## src/rtl/core/sah_pkg.sv

```systemverilog
// Shared types, constants and helpers for the angle-halving sine/cosine block.
// Used by the controller, the datapath, the multiplier and the divider.
// No dependencies.
`default_nettype none

package sah_pkg;

  // Field and format widths
  localparam int ANGLE_W    = 32;
  localparam int OUT_W      = 30;
  localparam int THR_W      = 32;
  localparam int INNER_W    = 64;
  localparam int ANGLE_FRAC = 28;
  localparam int THR_FRAC   = 40;

  // Defaults for the top-level parameters
  localparam int MAX_HALVINGS_DEF = 32;
  localparam int INNER_FRAC_DEF   = 60;

  // Threshold register reset value (about 1e-8 rad in 2^-40 units)
  localparam logic [THR_W-1:0] THR_RESET = 32'd10995;

  // Multiplier splits operands into halves
  localparam int HALF_W = INNER_W / 2;

  // Multiply operations: operands and destination are implied
  typedef enum logic [2:0] {
    MOP_XX,    // x * x    -> p0
    MOP_X2X,   // p0 * x   -> p1
    MOP_X2X2,  // p0 * p0  -> p2
    MOP_SC,    // s * c    -> p0
    MOP_CC,    // c * c    -> p1
    MOP_SS     // s * s    -> p2
  } mul_op_t;

  // Divide operations
  typedef enum logic {
    DOP_6,     // p1 / 6  -> p1
    DOP_24     // p2 / 24 -> p2
  } div_op_t;

  // Controller to datapath commands
  typedef struct packed {
    logic    load;
    logic    halve;
    logic    clamp_x;
    logic    mul_start;
    mul_op_t mul_op;
    logic    div_start;
    div_op_t div_op;
    logic    seed;
    logic    update;
    logic    finish;
  } sah_cmd_t;

  // Datapath to controller status
  typedef struct packed {
    logic x_ge_thr;
    logic mul_done;
    logic div_done;
  } sah_status_t;

  // Clamp an inner value to [-one, +one]
  function automatic logic signed [INNER_W-1:0] clamp_one(
    input logic signed [INNER_W-1:0] v,
    input logic signed [INNER_W-1:0] one
  );
    logic signed [INNER_W-1:0] r;
    begin
      r = v;
      if (v > one) begin
        r = one;
      end else if (v < -one) begin
        r = -one;
      end
      return r;
    end
  endfunction

endpackage

`default_nettype wire

```

## src/rtl/core/sah_ctrl.sv

```systemverilog
// Controller: sequences halving, seed products and divisions, the
// double-angle steps and the result strobe. Counts halvings.
// Depends on sah_pkg.
`default_nettype none

module sah_ctrl import sah_pkg::*; #(
  parameter int MAX_HALVINGS = MAX_HALVINGS_DEF
) (
  input  logic        clk,
  input  logic        rst,
  input  logic        start,
  input  sah_status_t status,
  output sah_cmd_t    cmd,
  output logic        busy,
  output logic        done
);

  localparam int K_W = $clog2(MAX_HALVINGS + 1);

  typedef enum logic [3:0] {
    S_IDLE,
    S_HALVE,
    S_MUL_GO,
    S_MUL_WAIT,
    S_DIV_GO,
    S_DIV_WAIT,
    S_SEED,
    S_UPDATE,
    S_FINISH
  } state_t;

  state_t         state, state_next;
  logic [K_W-1:0] k, k_next;
  mul_op_t        mop, mop_next;
  div_op_t        dop, dop_next;

  // Next state and commands
  always_comb begin
    state_next = state;
    k_next     = k;
    mop_next   = mop;
    dop_next   = dop;
    cmd        = '0;
    cmd.mul_op = mop;
    cmd.div_op = dop;
    case (state)
      S_IDLE: begin
        if (start) begin
          cmd.load   = 1'b1;
          k_next     = '0;
          state_next = S_HALVE;
        end
      end
      S_HALVE: begin
        if (status.x_ge_thr && (k < K_W'(MAX_HALVINGS))) begin
          cmd.halve = 1'b1;
          k_next    = k + K_W'(1);
        end else begin
          cmd.clamp_x = 1'b1;
          mop_next    = MOP_XX;
          state_next  = S_MUL_GO;
        end
      end
      S_MUL_GO: begin
        cmd.mul_start = 1'b1;
        state_next    = S_MUL_WAIT;
      end
      S_MUL_WAIT: begin
        if (status.mul_done) begin
          case (mop)
            MOP_XX: begin
              mop_next   = MOP_X2X;
              state_next = S_MUL_GO;
            end
            MOP_X2X: begin
              mop_next   = MOP_X2X2;
              state_next = S_MUL_GO;
            end
            MOP_X2X2: begin
              dop_next   = DOP_6;
              state_next = S_DIV_GO;
            end
            MOP_SC: begin
              mop_next   = MOP_CC;
              state_next = S_MUL_GO;
            end
            MOP_CC: begin
              mop_next   = MOP_SS;
              state_next = S_MUL_GO;
            end
            MOP_SS: begin
              state_next = S_UPDATE;
            end
            default: begin
              state_next = S_IDLE;
            end
          endcase
        end
      end
      S_DIV_GO: begin
        cmd.div_start = 1'b1;
        state_next    = S_DIV_WAIT;
      end
      S_DIV_WAIT: begin
        if (status.div_done) begin
          if (dop == DOP_6) begin
            dop_next   = DOP_24;
            state_next = S_DIV_GO;
          end else begin
            state_next = S_SEED;
          end
        end
      end
      S_SEED: begin
        cmd.seed = 1'b1;
        if (k == '0) begin
          state_next = S_FINISH;
        end else begin
          mop_next   = MOP_SC;
          state_next = S_MUL_GO;
        end
      end
      S_UPDATE: begin
        cmd.update = 1'b1;
        k_next     = k - K_W'(1);
        if (k == K_W'(1)) begin
          state_next = S_FINISH;
        end else begin
          mop_next   = MOP_SC;
          state_next = S_MUL_GO;
        end
      end
      S_FINISH: begin
        cmd.finish = 1'b1;
        state_next = S_IDLE;
      end
      default: begin
        state_next = S_IDLE;
      end
    endcase
  end

  // State and registered outputs
  always_ff @(posedge clk) begin
    if (rst) begin
      state <= S_IDLE;
      k     <= '0;
      mop   <= MOP_XX;
      dop   <= DOP_6;
      done  <= 1'b0;
    end else begin
      state <= state_next;
      k     <= k_next;
      mop   <= mop_next;
      dop   <= dop_next;
      done  <= (state == S_FINISH);
    end
  end

  assign busy = (state != S_IDLE);

endmodule

`default_nettype wire

```

## config.mk

```make
export PLATFORM = sky130hd
export DESIGN_NAME = sah_ctrl
export DESIGN_NICKNAME = d
export VERILOG_FILES = /design/src/rtl/core/sah_pkg.sv /design/src/rtl/core/sah_ctrl.sv
export SDC_FILE = /design/constraint.sdc
export NUM_CORES = 1
export LEC_CHECK = 0
export BUFFER_PORTS_ARGS = -buffer_cell sky130_fd_sc_hd__buf_2
export CORE_ASPECT_RATIO = 1.5
export CORE_MARGIN = 5
export CORE_UTILIZATION = 35
export DETAILED_ROUTE_END_ITERATION = 16
export RECOVER_POWER = 100
export REMOVE_ABC_BUFFERS = 1
export SLEW_MARGIN = 20
export SYNTH_ARGS = -nofsm -noshare
export SYNTH_HDL_FRONTEND = slang
export SYNTH_SLANG_ARGS = --single-unit
```

## constraint.sdc

```tcl
create_clock -name clk -period 4.53 [get_ports clk]
set_input_delay 0.453 -clock clk [delete_from_list [all_inputs] [get_ports clk]]
set_output_delay 0.453 -clock clk [all_outputs]
set_load 0.01 [all_outputs]
```

# == Word level (Yosys, flattened, before mapping) ==
# Cells that the tools add are included.
# word_totals
input_bits,6
output_inout_bits,14
register_bits,15
# classes
eq_ne,23
order_cmp,1
mux,32
n_reduce_logical,13
addsub,2
# op_table
operator,n
$pmux 4 s8,1
$mux 4,6
$pmux 3 s4,2
$pmux 6 s3,1
$eq 4x3->1 const B,4
$ne 2x2->1 const B,8
$mux 1,12
$mux 3,4
$mux 6,2
$pmux 3 s3,1
$eq 4x2->1 const B,2
$reduce_and 4->1,2
$reduce_bool 4->1,2
$add 6x1->6 const B,1
$eq 3x2->1 const B,2
$eq 3x3->1 const B,2
$eq 6x1->1 const B,1
$logic_not 6->1,1
$lt 6x6->1 const B,1
$reduce_and 6->1,1
$sub 6x1->6 const B,1
$ne 5x5->1 const B,1
$eq 4x1->1 const B,1
$eq 4x4->1 const B,1
other kinds (10),11

# == Logic depth before layout (Yosys ltp) ==
# Gate-level depths: netlist (run 1).
# depth
depth_word,5
mapped_depth,8

# == Worst setup path after synthesis (run 1) ==
# Ideal clock, no wire load.
# synth_path
path_type,register to register
startpoint,register state[2]
endpoint,register k[4]
t_arrival_ns,1.628
t_required_ns,4.459
path_buffers,2
setup_time_ns,0.071
path_stages_with_launch,7
path_slack_ns,2.832
period_less_slack_ns,1.698
cell_sequence,dfxtp_1 > buf_6 > or4b_1 > buf_2 > or2_0 > a211o_1 > a21oi_1
# synth_via
elab_chain_cells,3
word_cells_on_any_way,8
classes_between,4 x eq/ne; 1 x mux; 3 x reduce/logical
# synth_lines
item,line,text
"start, declared",sah_ctrl.sv:32,"state_t state, state_next;"
"start signal, assigned",sah_ctrl.sv:152,state <= state_next;
"$eq 4x1->1, or another cell as far along",sah_ctrl.sv:46,case (state)
$ne 2x2->1 (no source line) or $reduce_bool 3->1 (tied branches),-,
$reduce_and 3->1 (no source line),-,
"end signal, assigned",sah_ctrl.sv:153,k <= k_next;
"end, declared",sah_ctrl.sv:33,"logic [K_W-1:0] k, k_next;"
# Parallel ways exist; a longest one is shown, timed or not.
# A chain may end at the register's enable or synchronous reset.

==> results of run 1 <==
tightest hold or removal path, delay by kind of cell (launching register included):
family	cells	cell delay, ps
flip-flops	1	350
AND/OR/NAND/NOR	1	70
AO/OA/AOI/OAI	1	50
per-layer routing:
| metal | global-route usage | wire, µm | vias to the layer above |
|---|---|---|---|
| met2 | 0.245 | 1560 | 22 |
| met3 | 0.0227 | 94 | 5 |
| met4 | 0.0428 | 34 | 0 |
| met5 | 0 | 0 | - |
| li1 | - | - | 579 |
| met1 | 0.147 | 1190 | 555 |
final cells by class:
type | count | area share
inverter | 5 | 0.0152
timing repair buffer | 19 | 0.0627
multi-input combinational | 119 | 0.602
clock inverter | 1 | 0.00404
sequential | 15 | 0.243
tap | 40 | 0.0404
clock buffer | 3 | 0.0334
path summary, 6_finish.rpt:
check	endpoint	slack [ps]	cells past startpoint
min	k[5]	530	2
min reg2reg	k[5]	530	2
max	cmd[10]	1830	3
max reg2reg	k[3]	2200	4
kinds of logic (layout without fill, tap and decap cells):
logic type	count (synthesis)	count (layout)
xor gates and xnor gates	1	1
DFF	15	15
AOI/OAI and AO/OA	43	43
buffers and inverters	15	28
and+or+nand+nor	69	69
muxes	2	2
adders and majority gates	4	4
through the flow:
step,area [µm²],util,std cells
global placement,1220,0.390,198
global route,1240,0.396,202
floorplan,1070,-,139
finish,1240,0.396,202
CTS,1270,0.405,202
detailed placement,1220,0.390,198
placed cells by master (no fill, tap or decap), types with 4 or more instances in the layout:
cell type / n
nand2_1: 12
dfxtp_1: 15
o21ai_0: 7
buf_2: 5
nor2_1: 16
and3_1: 5
nand2b_1: 5
inv_1: 5
a211oi_1: 4
clkbuf_1: 14
a21oi_1: 10
nand3_1: 8
nor3_1: 4
ha_1: 4
power groups by stage:
| stage | sequential, µW | clock [µW] | combinational [µW] |
|---|---|---|---|
| final | 153 | 114 | 79.1 |
| after global routing | 154 | 123 | 88.6 |
| after CTS | 152 | 116 | 81.7 |
| after detailed placement | 155 | 0 | 81.3 |
| after global placement | 155 | 0 | 80.1 |
| after floorplan | 153 | 0 | 57.0 |
registers in the layout, summed over array words and instances, names as in the netlist:
name,cells
state,4
done,1
mop,3
k,6
dop,1
==> impl_metrics.json, run 1 <==
{
  "synth_top_family_by_area": "simple AND/OR/NAND/NOR gates",
  "yosys.area_share.simple": 0.333,
  "power.internal_uw": 231,
  "multi_input_area_um2": 744,
  "synth_mux_area_frac": 0.0188,
  "fin_crit_ps": 2700,
  "htree_levels": 1,
  "yosys.area.top_type": "dfxtp_1",
  "cts_buffers": 3,
  "synth.most_common_cell": "nor2_1",
  "finalCritPeriodShare": 0.595,
  "cts-root-buf": "clkbuf_8",
  "num_vias": 1161,
  "wl_um": 2870,
  "drc": 0,
  "post_cts_resized": 0,
  "cp_top_family": "simple AND/OR/NAND/NOR gates",
  "rsz0062_at_grt": "no",
  "end_kind": "output pin",
  "fmax_mhz": 371,
  "clk_path_buf_depth": 2,
  "ys_seq_area_frac": 0.266,
  "tightest_slew_ps": 981,
  "pin_count": 20,
  "synth_xor_area_frac": 0.00776,
  "ys_types": 50,
  "report.final.setup_viol": 0,
  "crit_start": "state[0]",
  "ys_warn_count": 0,
  "start_util": 0.361,
  "n_fill_cell": 345,
  "grt_max_degree": 21,
  "hp-class": "reg2reg",
  "ant_nets": 0,
  "slowest_stage": "nor4b_1",
  "slew_viol_final": 0,
  "dieHeight_um": 79.5,
  "synth-seq-cells": 15,
  "p_per_area_nw_per_um2": 279,
  "gp_congestion": 0.837,
  "path_cells": "nor4b_1 > and2_0 > clkbuf_1",
  "antenna_found_initial": 0,
  "p_sw_uw": 115,
  "grt-ovfl-total": 0,
  "synth_edf_count": 0,
  "synth_compound_area_frac": 0.266,
  "wire_per_inst_um": 14.2,
  "core-area_um2": 3130,
  "p_comb_frac": 0.229,
  "fin_skew_ps": 5.29,
  "crit_required_ps": 4080,
  "drv_cap": 0,
  "area_growth_pct": 9.65,
  "fin_nets": 173,
  "worst_setup_hold_path_clk_slew_ps": 70,
  "placementRows": 25,
  "yosys-top-cells-count": "nor2_1, dfxtp_1, nand2_1",
  "synthArstFlopShare": 0,
  "synthAdderAreaFrac": 0.0443,
  "clock-sinks": 15,
  "netSwitchingFraction": 0.333,
  "diodes": 0,
  "routed_via_density": 5.75,
  "die_x_um": 56.4,
  "worst-setup-path-type": "reg2out",
  "start_kind": "register",
  "hp-start": "k[5]",
  "reg2reg_from": "state[0]",
  "netlist_area_um2": 1130,
  "worst-path-max-fanout": 20,
  "avgSynthCellArea_um2": 7.57,
  "path_buf_inv": 1,
  "synth_top_cells_by_area": "dfxtp_1, nor2_1, a21oi_1",
  "worst_slack_ps": 1830,
  "pwr-share-clk": 0.330,
  "regArea_um2": 300,
  "drtPass1Iterations": 4,
  "dieArea_um2": 4480,
  "drt_iter0_markers": 46,
  "clk_latency_ps": 250,
  "fin_setup_tns_ps": 0,
  "grt_pass1_wl_um": 4710,
  "synthCells": 149,
  "ir_drop_mv": 0.122,
  "place_ws_ps": 2510,
  "cts_tree": "built",
  "hold_buffers": 0,
  "max_slew_margin": 0.337,
  "final-hold-violation-count": 0,
  "io_buffers": 19,
  "seq_power_share": 0.441,
  "grt_pass1_vias": 1052,
  "p_leak_uw": 0.000421,
  "total_power_uw": 346,
  "fin_hold_ws_ps": 528,
  "status": "complete, no violations",
  "arrival_ps": 2240,
  "gr-usage-all-layers": 0.131,
  "postCtsSetupRepairBufs": 0,
  "synthDominantCellAreaShare": 0.266,
  "drive_gt1_frac": 0.0679,
  "hpwl_um": 2090,
  "synthFlopType": "dfxtp_1",
  "cpPeakStageDelay_ps": 860
}
No activity file was read; power rests on OpenSTA's default activity.
==> inputs of run 2 (changes only) <==
ABC_AREA = 1   (was default)
clock period = 2.7 ns   (was 4.53 ns; I/O delays follow)
==> run 2 against run 1 <==
Via count is 10% higher. Cell area is 6.0% higher. Power is 140% higher. Critical path depth is 3 higher. Register-to-register slack worse by 1400 ps. Synthesized cell count is 32% higher. Setup slack worse by 1200 ps. Die area is 4.7% higher. Wire length is 9.6% higher. Clock skew is 3.0 ps lower. Hold slack worse by 270 ps. Largest cell class unchanged. Utilization is 0.43 points lower.
==> impl_metrics.json, run 2 <==
{
  "area_growth_pct": 10.1,
  "dieHeight_um": 81.5,
  "yosys-top-cells-count": "nand2_1, nor2_1, inv_1",
  "cts-root-buf": "clkbuf_8",
  "drv_cap": 0,
  "ys_types": 27,
  "grt_pass1_vias": 1191,
  "worst-setup-path-type": "reg2out",
  "synthArstFlopShare": 0,
  "grt_pass1_wl_um": 5240,
  "gr-usage-all-layers": 0.145,
  "tightest_slew_ps": 560,
  "slew_viol_final": 0,
  "drive_gt1_frac": 0.0922,
  "arrival_ps": 1750,
  "synth_edf_count": 0,
  "status": "complete, no violations",
  "num_vias": 1279,
  "finalCritPeriodShare": 0.749,
  "diodes": 0,
  "wl_um": 3140,
  "grt-ovfl-total": 0,
  "synth.most_common_cell": "nand2_1",
  "io_buffers": 19,
  "synthCells": 196,
  "mostFrequentLayoutCell": "nand2_1",
  "worst-path-max-fanout": 6,
  "fin_setup_tns_ps": 0,
  "p_per_area_nw_per_um2": 635,
  "crit_required_ps": 2430,
  "drc": 0,
  "layout_common_cells": "nand2_1, nor2_1, inv_1",
  "fin_crit_ps": 2020,
  "gp_congestion": 0.827,
  "ys_seq_area_frac": 0.252,
  "cts_buffers": 3,
  "synthFlopType": "dfxtp_1",
  "start_util": 0.355,
  "dp.cells": 255,
  "synth_top_cells_by_area": "dfxtp_1, nand2_1, nor2_1",
  "clk_latency_ps": 250,
  "hold_buffers": 0,
  "reg_top3": "k: 6 flops, state: 4 flops, mop: 3 flops",
  "htree_levels": 1,
  "yosys.area.top_type": "dfxtp_1",
  "die_x_um": 57.6,
  "max_slew_margin": 0.625,
  "netlist_area_um2": 1190,
  "dieArea_um2": 4690,
  "fmax_mhz": 494,
  "hpwl_um": 2580,
  "report.final.setup_viol": 0,
  "routed_via_density": 4.94,
  "drtPass1Iterations": 4,
  "worst_setup_hold_path_clk_slew_ps": 60,
  "final_area_um2": 1310,
  "ir_drop_mv": 0.265,
  "fin_skew_ps": 2.30,
  "end_kind": "output pin",
  "clock-sinks": 15,
  "core-area_um2": 3350,
  "rsz0062_at_grt": "no",
  "ant_nets": 0,
  "postCtsSetupRepairBufs": 0,
  "drt_iter0_markers": 36,
  "clk_path_buf_depth": 2,
  "antenna_found_initial": 0,
  "final_util": 0.391,
  "ys_warn_count": 0,
  "avgSynthCellArea_um2": 6.08,
  "pin_count": 20,
  "top_register": "k",
  "largest_reg_flops": 6,
  "synthDominantCellAreaShare": 0.252,
  "post_dp_cell_area_um2": 1330,
  "hp-class": "in2reg",
  "synth-seq-cells": 15,
  "grt_max_degree": 12,
  "placementRows": 26,
  "wire_per_inst_um": 12.1,
  "p_leak_uw": 0.000646,
  "final-hold-violation-count": 0,
  "post_cts_resized": 0,
  "cts_tree": "built",
  "fin_nets": 228,
  "fin_hold_ws_ps": 258,
  "start_kind": "register",
  "instances_no_fill": 259
}
## run 2: changes by cell type in the layout (fill, tap and decap cells not counted), sizes merged, moves of 4 or more
cell,change
a211oi,-4
and3,-5
inv,+23
nand2,+43
nand2b,-5
nand3,+13
nor2,+22
## run 2: final timing paths
path	start	endpoint	slack, ps	depth (start not counted)
worst max-delay path	state[2]	cmd[9]	680	6
worst min register to register	dop	dop	510	2
worst min-delay path	rst	state[3]	260	2
worst max register to register	state[2]	k[1]	850	7
## run 2: cell type report
cell class,count,area (µm²)
Fill cell,379,2040
Clock buffer,4,45.0
Timing Repair Buffer,19,80.1
Inverter,28,105
Sequential cell,15,300
Multi-Input combinational cell,151,728
Tap cell,42,52.6
## run 2: kinds of logic after synthesis
group | Yosys count | synth area share
simple gates | 122 | 0.487
buf+inv | 30 | 0.0987
compound gates | 24 | 0.111
flops | 15 | 0.252
fa+ha+maj | 4 | 0.0420
mux | 1 | 0.00840
## run 2: where the power goes
group          internal, µW  total [µW]  leakage, µW  switching, µW
combinational           118         344     0.000501            226
sequential              254         300     0.000123           45.6
clock                   105         188    0.0000228           83.5
total                   477         832     0.000646            355
## run 2: worst max-delay path, stage by stage, from the launching register on
cell      delay, ps
dfxtp_1         370
nor2_1          380
nand2_1         230
inv_1           200
o21ai_2         110
inv_1            70
clkbuf_1        140
## run 2: routing by layer
| layer | vias up | global-route usage | part of all wire | wire length (µm) |
|---|---|---|---|---|
| li1 | 671 | - | - | - |
| met1 | 569 | 0.147 | 0.39 | 1220 |
| met2 | 28 | 0.274 | 0.53 | 1660 |
| met3 | 11 | 0.0236 | 0.042 | 132 |
| met4 | 0 | 0.0812 | 0.042 | 132 |
| met5 | - | 0 | 0 | 0 |
## run 2: metrics by stage
step | total power, µW | worst slack (ps)
floorplan | 576 | 1430
global placement | 672 | 1220
detailed placement | 672 | 1210
CTS | 865 | 914
global route | 908 | 505
finish | 832 | 676
